[src/rtl/assert_macros.svh]
// Assertion macros included by terminated_line_assembler.sv.
`ifndef ASSERT_MACROS_SVH
`define ASSERT_MACROS_SVH

// Property checked at every rising clock edge outside reset.
`define ASSERT_HOLDS(label, clk, rst_n, prop) \
	label: assert property (@(posedge clk) disable iff (!rst_n) (prop)) \
		else $error("assertion failed");

// Consequent checked in the cycle after the antecedent.
`define ASSERT_NEXT(label, clk, rst_n, ante, cons) \
	label: assert property (@(posedge clk) disable iff (!rst_n) (ante) |=> (cons)) \
		else $error("assertion failed");

`endif

[src/rtl/tla_pkg.sv]
`timescale 1ns / 1ps
package tla_pkg;
	localparam int MAX_TERM = 4;
	localparam int TERM_LIM = (MAX_TERM < 4) ? MAX_TERM : 4;

	localparam logic [1:0] CMD_START = 2'd0;
	localparam logic [1:0] CMD_BYTE  = 2'd1;
	localparam logic [1:0] CMD_TICK  = 2'd2;

	localparam logic [1:0] ST_STORED   = 2'd0;
	localparam logic [1:0] ST_COMPLETE = 2'd1;
	localparam logic [1:0] ST_FULL     = 2'd2;
	localparam logic [1:0] ST_TIMEOUT  = 2'd3;

	localparam logic [1:0] REG_TERM_BYTES    = 2'd0;
	localparam logic [1:0] REG_TERM_LEN      = 2'd1;
	localparam logic [1:0] REG_MAX_LEN       = 2'd2;
	localparam logic [1:0] REG_TIMEOUT_TICKS = 2'd3;

	localparam logic [31:0] TERM_BYTES_RST    = 32'h0000_0A0D;
	localparam logic [2:0]  TERM_LEN_RST      = 3'd2;
	localparam logic [7:0]  MAX_LEN_RST       = 8'd255;
	localparam logic [15:0] TIMEOUT_TICKS_RST = 16'd10;

	localparam logic [15:0] ELAPSED_MAX = 16'hFFFF;

	function automatic logic [2:0] eff_term_len(input logic [2:0] len);
		logic [2:0] n;
		n = len;
		if (n == 3'd0)
			n = 3'd1;
		if (n > 3'(TERM_LIM))
			n = 3'(TERM_LIM);
		return n;
	endfunction
endpackage

[src/rtl/tla_if.sv]
`timescale 1ns / 1ps
interface tla_byte_if;
	logic       valid;
	logic       ready;
	logic [1:0] cmd;
	logic [7:0] data_in;

	modport source (output valid, output cmd, output data_in, input ready);
	modport sink (input valid, input cmd, input data_in, output ready);
endinterface

interface tla_result_if;
	logic       valid;
	logic       ready;
	logic [1:0] status;
	logic [7:0] data_out;
	logic [7:0] length;

	modport source (output valid, output status, output data_out, output length, input ready);
	modport sink (input valid, input status, input data_out, input length, output ready);
endinterface

[src/rtl/terminated_line_assembler.sv]
// Channel   Direction  Contents
// bytes     in         cmd, data_in
// results   out        status, data_out, length
// cfg_*     in         write enable, register index, write data
//
// Each request is taken into an input register and processed from there, one per cycle while no
// result stalls. A result is then offered from the output register; requests with no result
// vanish. The output register lets a new request enter while a result waits to be taken.
// A stalled result stops processing, and the input then takes at most one more request;
// reset restores the register defaults and leaves the block idle.
`timescale 1ns / 1ps
`include "assert_macros.svh"
module terminated_line_assembler (
	input logic                clk,
	input logic                arst_n,
	tla_byte_if.sink           bytes,
	tla_result_if.source       results,
	input logic                cfg_we,
	input logic [1:0]          cfg_idx,
	input logic [31:0]         cfg_data
);
	logic [31:0] term_bytes_q;
	logic [2:0]  term_len_q;
	logic [7:0]  max_len_q;
	logic [15:0] timeout_ticks_q;

	logic        active_q;
	logic [7:0]  byte_count_q;
	logic [15:0] elapsed_q;
	logic [31:0] recent_q;

	logic        valid_s1;
	logic [1:0]  cmd_s1;
	logic [7:0]  data_s1;

	logic        out_valid_q;
	logic [1:0]  status_q;
	logic [7:0]  data_out_q;
	logic [7:0]  length_q;

	logic        advance;
	logic        res_valid;
	logic [1:0]  res_status;
	logic [7:0]  res_data;
	logic [7:0]  res_length;
	logic        active_d;
	logic [7:0]  count_d;
	logic [15:0] elapsed_d;
	logic [31:0] recent_d;
	logic [2:0]  n_term;
	logic [7:0]  count_inc;
	logic [31:0] recent_shift;
	logic [15:0] elapsed_inc;
	logic        suffix_ok;

	assign advance       = valid_s1 && (!out_valid_q || results.ready);
	assign bytes.ready   = !valid_s1 || advance;
	assign n_term        = tla_pkg::eff_term_len(term_len_q);
	assign count_inc     = byte_count_q + 8'd1;
	assign recent_shift  = {recent_q[23:0], data_s1};
	assign elapsed_inc   = (elapsed_q == tla_pkg::ELAPSED_MAX) ? elapsed_q : elapsed_q + 16'd1;

	always_comb begin
		suffix_ok = (count_inc >= {5'd0, n_term});
		for (int i = 0; i < 4; i++) begin
			if ((3'(i) < n_term) && (recent_shift[8*i +: 8] != term_bytes_q[8*i +: 8]))
				suffix_ok = 1'b0;
		end
	end

	always_comb begin
		res_valid  = 1'b0;
		res_status = tla_pkg::ST_STORED;
		res_data   = 8'd0;
		res_length = byte_count_q;
		active_d   = active_q;
		count_d    = byte_count_q;
		elapsed_d  = elapsed_q;
		recent_d   = recent_q;
		unique case (cmd_s1)
			tla_pkg::CMD_START: begin
				count_d    = 8'd0;
				elapsed_d  = 16'd0;
				recent_d   = 32'd0;
				active_d   = (timeout_ticks_q != 16'd0);
				res_valid  = (timeout_ticks_q == 16'd0);
				res_status = tla_pkg::ST_TIMEOUT;
				res_length = 8'd0;
			end
			tla_pkg::CMD_BYTE: begin
				if (active_q) begin
					res_valid = 1'b1;
					if (byte_count_q >= max_len_q) begin
						active_d   = 1'b0;
						res_status = tla_pkg::ST_FULL;
					end else begin
						count_d    = count_inc;
						recent_d   = recent_shift;
						res_data   = data_s1;
						res_length = count_inc;
						res_status = suffix_ok ? tla_pkg::ST_COMPLETE : tla_pkg::ST_STORED;
						active_d   = !suffix_ok;
					end
				end
			end
			tla_pkg::CMD_TICK: begin
				if (active_q) begin
					elapsed_d = elapsed_inc;
					if (elapsed_inc >= timeout_ticks_q) begin
						active_d   = 1'b0;
						res_valid  = 1'b1;
						res_status = tla_pkg::ST_TIMEOUT;
					end
				end
			end
			default: begin
			end
		endcase
	end

	always_ff @(posedge clk or negedge arst_n) begin
		if (!arst_n) begin
			term_bytes_q    <= tla_pkg::TERM_BYTES_RST;
			term_len_q      <= tla_pkg::TERM_LEN_RST;
			max_len_q       <= tla_pkg::MAX_LEN_RST;
			timeout_ticks_q <= tla_pkg::TIMEOUT_TICKS_RST;
		end else if (cfg_we) begin
			unique case (cfg_idx)
				tla_pkg::REG_TERM_BYTES:    term_bytes_q    <= cfg_data;
				tla_pkg::REG_TERM_LEN:      term_len_q      <= cfg_data[2:0];
				tla_pkg::REG_MAX_LEN:       max_len_q       <= cfg_data[7:0];
				tla_pkg::REG_TIMEOUT_TICKS: timeout_ticks_q <= cfg_data[15:0];
				default: begin
				end
			endcase
		end
	end

	always_ff @(posedge clk or negedge arst_n) begin
		if (!arst_n) begin
			valid_s1     <= 1'b0;
			active_q     <= 1'b0;
			byte_count_q <= 8'd0;
			elapsed_q    <= 16'd0;
			recent_q     <= 32'd0;
			out_valid_q  <= 1'b0;
		end else begin
			if (bytes.ready)
				valid_s1 <= bytes.valid;
			if (advance) begin
				active_q     <= active_d;
				byte_count_q <= count_d;
				elapsed_q    <= elapsed_d;
				recent_q     <= recent_d;
			end
			if (advance && res_valid)
				out_valid_q <= 1'b1;
			else if (results.ready)
				out_valid_q <= 1'b0;
		end
	end

	always_ff @(posedge clk) begin
		if (bytes.valid && bytes.ready) begin
			cmd_s1  <= bytes.cmd;
			data_s1 <= bytes.data_in;
		end
		if (advance && res_valid) begin
			status_q   <= res_status;
			data_out_q <= res_data;
			length_q   <= res_length;
		end
	end

	assign results.valid    = out_valid_q;
	assign results.status   = status_q;
	assign results.data_out = data_out_q;
	assign results.length   = length_q;

	`ASSERT_NEXT(a_zero_timeout, clk, arst_n,
		advance && cmd_s1 == tla_pkg::CMD_START && timeout_ticks_q == 16'd0,
		out_valid_q && status_q == tla_pkg::ST_TIMEOUT && length_q == 8'd0)
	`ASSERT_NEXT(a_end_goes_idle, clk, arst_n,
		advance && res_valid && res_status != tla_pkg::ST_STORED, !active_q)
	`ASSERT_HOLDS(a_no_data_on_abort, clk, arst_n,
		!(out_valid_q && (status_q == tla_pkg::ST_FULL || status_q == tla_pkg::ST_TIMEOUT))
		|| data_out_q == 8'd0)
endmodule

[src/flat_wrapper.sv]
// flat-port wrapper written by rule: the top's interface ports become plain ports
module terminated_line_assembler_flat 
  (clk, arst_n, cfg_we, cfg_idx, cfg_data, bytes_valid, bytes_cmd, bytes_data_in, bytes_ready, results_valid, results_status, results_data_out, results_length, results_ready);
  tla_byte_if bytes_i ();
  tla_result_if results_i ();
  input logic clk;
  input logic arst_n;
  input logic cfg_we;
  input logic [1:0] cfg_idx;
  input logic [31:0] cfg_data;
  input wire logic [$bits(bytes_i.valid)-1:0] bytes_valid;
  input wire logic [$bits(bytes_i.cmd)-1:0] bytes_cmd;
  input wire logic [$bits(bytes_i.data_in)-1:0] bytes_data_in;
  output wire logic [$bits(bytes_i.ready)-1:0] bytes_ready;
  output wire logic [$bits(results_i.valid)-1:0] results_valid;
  output wire logic [$bits(results_i.status)-1:0] results_status;
  output wire logic [$bits(results_i.data_out)-1:0] results_data_out;
  output wire logic [$bits(results_i.length)-1:0] results_length;
  input wire logic [$bits(results_i.ready)-1:0] results_ready;
  assign bytes_i.valid = bytes_valid;
  assign bytes_i.cmd = bytes_cmd;
  assign bytes_i.data_in = bytes_data_in;
  assign bytes_ready = bytes_i.ready;
  assign results_valid = results_i.valid;
  assign results_status = results_i.status;
  assign results_data_out = results_i.data_out;
  assign results_length = results_i.length;
  assign results_i.ready = results_ready;
  terminated_line_assembler u_core (.clk(clk), .arst_n(arst_n), .bytes(bytes_i), .results(results_i), .cfg_we(cfg_we), .cfg_idx(cfg_idx), .cfg_data(cfg_data));
endmodule
[config.mk]
export PLATFORM = sky130hd
export DESIGN_NAME = terminated_line_assembler_flat
export DESIGN_NICKNAME = d
export VERILOG_FILES = /design/src/rtl/tla_pkg.sv /design/src/rtl/tla_if.sv /design/src/rtl/terminated_line_assembler.sv /design/src/flat_wrapper.sv
export VERILOG_INCLUDE_DIRS = /design/src /design/src/rtl
export SDC_FILE = /design/constraint.sdc
export NUM_CORES = 1
export LEC_CHECK = 0
export BUFFER_PORTS_ARGS = -buffer_cell sky130_fd_sc_hd__buf_4
export CAP_MARGIN = 20
export CORE_AREA = 2 2 113 115
export CTS_CLUSTER_DIAMETER = 80
export DETAILED_ROUTE_END_ITERATION = 10
export DIE_AREA = 0 0 115 117
export PLACE_DENSITY = 0.8
export SYNTH_ARGS = -nofsm -noshare
export SYNTH_HDL_FRONTEND = slang
export SYNTH_SLANG_ARGS = --single-unit
[constraint.sdc]
create_clock -name clk -period 4.82 [get_ports clk]
set_clock_uncertainty 0.15 [all_clocks]
set_input_delay 0.482 -clock clk [delete_from_list [all_inputs] [get_ports clk]]
set_output_delay 0.482 -clock clk [all_outputs]
set_load 0.05 [all_outputs]
==> impl_metrics.py <==
metrics = {
    "run_status": {
        "status": "complete, no violations",
    },
    "synthesis": {
        "synth.distinct_cells": 52,
        "yosys-top-cells-area": "dfrtp_1 33%, edfxtp_1 12%, mux2_2 9.6%, dfstp_2 5.9%, ha_1 5.8%",
        "ys_seq_area_share_pct": 50.68,
        "synth_seq_cells": 138,
        "yosysTopAreaCell": "dfrtp_1",
        "synth_cells": 660,
        "yosys_most_used_dff": "dfrtp_1",
        "synth_top_area_share_pct": 32.99,
        "syn_area_um2": 7131,
        "ys_warn_count": 0,
        "synth_edf_count": 28,
        "syn_nets": 742,
        "async_flop_share_pct": 79.71,
        "avgSynthCellArea_um2": 10.80,
    },
    "critical_path": {
        "r2r_slack_ns": 0.91,
        "critPathLaunchType": "flip-flop",
        "endpoint_kind": "flip-flop",
        "crit_fanout": 18,
        "worstSetupPathType": "reg -> reg",
        "critPathRequiredTime_ns": 4.82,
        "critPathArrivalTime_ns": 3.91,
    },
    "power": {
        "p_per_area_nw_per_um2": 413.8,
        "p_leak_uw": 0.003731,
        "ir_drop_uv": 267.1,
    },
    "sta": {
        "fin_ws_ns": 0.9148,
        "relSlewSlack_pct": 33.90,
        "final-setup-viol-count": 0,
        "tns_ns": 0,
        "tightest_slew_ns": 0.9915,
        "fmax_mhz": 256.1,
        "slew_viol_final": 0,
        "hold_viol": 0,
        "min_period_over_period_pct": 81.02,
        "period_minus_slack_ns": 3.905,
        "rsz0062_at_grt": "no",
    },
    "grt": {
        "grt_pass1_wl_um": 26680,
        "grtUsageTotal_pct": 26.16,
        "grt_max_degree": 71,
        "first_global_vias": 5251,
        "grt_overflow": 0,
        "grt_antenna_before_repair": 0,
    },
    "clocking": {
        "cts_tree": "done",
        "clock_latency_ns": 0.42,
        "h-tree-depth": 4,
        "cts_buffers": 17,
        "clkTransAtPathRegs_ns": 0.06,
        "cts_hold_buf": 0,
        "post_cts_buffers": 0,
        "cts-resized-gates": 0,
        "numClockSinks": 138,
        "clockBufferDepth": 2,
        "root_buffer": "clkbuf_16",
    },
    "drt": {
        "viasPerCell": 6.055,
        "dr.pass1.iters": 5,
        "vias": 5371,
        "drt-total-wl_um": 16890,
        "post-route-drc-count": 0,
        "postRouteAntennaNets": 0,
        "drtIter0Drc": 517,
        "wl_per_cell_um": 19.04,
    },
    "place": {
        "place_ws_ns": 0.9309,
        "gp_congestion": 0.8839,
        "io_buffers": 68,
        "hpwl_um": 11840,
    },
    "finish": {
        "diodes": 0,
        "post-route-util_pct": 67.89,
        "drive_above_1_share_pct": 25.10,
        "final_net_count": 806,
        "area_growth_pct": 17.21,
    },
    "floorplan": {
        "dieArea_um2": 13460,
        "fp.dieW_um": 115,
        "initial_core_util_pct": 57.92,
        "dieHeight_um": 117,
        "num_rows": 41,
        "io_pins": 69,
        "core-area_um2": 12310,
    },
    "flow_run": {
        "cap_violations": 0,
    },
    "min_path": {
        "worstHoldPathType": "in -> async",
    },
}
## registers in the layout, summed over array words and instances (netlist names), 3 cells and up
register	count
u_core.byte_count_q	8
u_core.term_bytes_q	32
u_core.results.data_out	8
u_core.recent_q	24
u_core.term_len_q	3
u_core.data_s1	8
u_core.elapsed_q	16
u_core.timeout_ticks_q	16
u_core.max_len_q	8
u_core.results.length	8
## path summary, 6_finish.rpt
path | start | to | depth (start not counted)
max in group asynchronous | arst_n | u_core.max_len_q[1] | 2
worst min register to register | u_core.term_len_q[0] | u_core.term_len_q[0] | 1
min in group clk | bytes_data_in[1] | u_core.data_s1[1] | 1
worst max register to register | u_core.elapsed_q[3] | u_core.results.data_out[5] | 12
worst max-delay path | u_core.elapsed_q[3] | u_core.results.data_out[5] | 12
worst min-delay path | arst_n | u_core.byte_count_q[4] | 1
## power by group
| part | internal [uW] | switching, uW |
|---|---|---|
| clock network | 807 | 484 |
| logic | 294 | 359 |
| registers | 1370 | 147 |
| total | 2470 | 990 |
## layer usage
layer  GRT usage, %  vias up  share of wire [%]
met5              0        -                  0
met4          9.478        0                2.3
met3          5.613       40                5.6
met2          43.14      190                 49
met1          34.52     2637                 43
li1               -     2504                  -
## cells in the final DEF, fill, tap and decap left out, types with 3 or more instances in the layout
| master | synthesis | layout |
|---|---|---|
| nor2_1 | 25 | 25 |
| nor4_1 | 13 | 13 |
| inv_1 | 35 | 35 |
| a211o_1 | 3 | 3 |
| bufinv_16 | 0 | 3 |
| a211oi_1 | 6 | 6 |
| nand3_1 | 16 | 16 |
| buf_4 | 0 | 73 |
| o21ai_0 | 68 | 68 |
| mux2_2 | 61 | 61 |
| a22o_1 | 6 | 6 |
| dfstp_2 | 16 | 16 |
| xor2_1 | 37 | 37 |
| nand3b_1 | 3 | 3 |
| nor3_1 | 6 | 6 |
| edfxtp_1 | 28 | 28 |
| o31ai_1 | 13 | 13 |
| o21ai_1 | 4 | 4 |
| a31oi_1 | 6 | 6 |
| clkinvlp_4 | 0 | 3 |
| and2_1 | 6 | 6 |
| dfrtp_1 | 94 | 94 |
| clkbuf_16 | 0 | 17 |
| clkinv_1 | 0 | 3 |
| nand4_1 | 6 | 6 |
| a21oi_1 | 30 | 30 |
| ha_1 | 33 | 33 |
| and3_1 | 14 | 14 |
| xnor2_1 | 7 | 7 |
| nand2_1 | 56 | 56 |
| nand2b_1 | 7 | 7 |
## Yosys cell counts (2+ instances only)
master,n
a211o_1,3
a211oi_1,6
a21oi_1,30
a221oi_1,2
a22o_1,6
a31oi_1,6
a41oi_1,2
and2_1,6
and3_1,14
and4_1,2
buf_2,4
clkbuf_1,23
clkbuf_2,2
dfrtp_1,94
dfstp_2,16
edfxtp_1,28
ha_1,33
inv_1,35
mux2_2,61
mux2i_1,2
nand2_1,56
nand2b_1,7
nand3_1,16
nand3b_1,3
nand4_1,6
nor2_1,25
nor2b_1,2
nor3_1,6
nor3b_1,2
nor4_1,13
nor4b_1,2
o211ai_1,2
o21ai_0,68
o21ai_1,4
o31ai_1,13
or3_1,2
xnor2_1,7
xor2_1,37
## critical path: stages (launching register included)
cell and delay, ns:
dfrtp_1 0.50, nand3_2 0.16, nor4_4 0.45, nand3_1 0.29
mux2_2 0.35, ha_1 0.28, o211ai_1 0.17, a21oi_1 0.06
o41ai_1 0.47, a211oi_1 0.19, nor3b_1 0.28, nor2_1 0.08
buf_4 0.21
## cell type report
cell class	count	area, um^2
Clock inverter	13	151.4
Sequential cell	138	3613
Tap cell	150	187.7
Fill cell	895	3954
Multi-Input combinational cell	458	3278
Timing Repair Buffer	74	563.0
Clock buffer	19	432.9
Inverter	35	131.4
## stage by stage
step                      instances  hold WS, ns  total power (uW)  cell area (um^2)
after floorplan                 660      0.03641              1942              7131
after global placement          853       0.3398              2121              7751
after detailed placement        854       0.3459              2169              7766
after CTS                       886      0.07403              3459              8351
after global routing            887      0.06942              3604              8358
final                           887      0.04967              3459              8358
## kinds of logic (layout without fill, tap and decap cells)
group	count (synthesis)	count (layout)	share of synthesized area [%]
simple gates	165	165	11.77
mux	63	63	9.914
buf+inv	64	141	3.474
xor+xnor	44	44	5.404
fa+ha+maj	33	33	5.791
compound gates	153	153	12.97
flops	138	138	50.68
No activity file was read; power rests on OpenSTA's default activity.
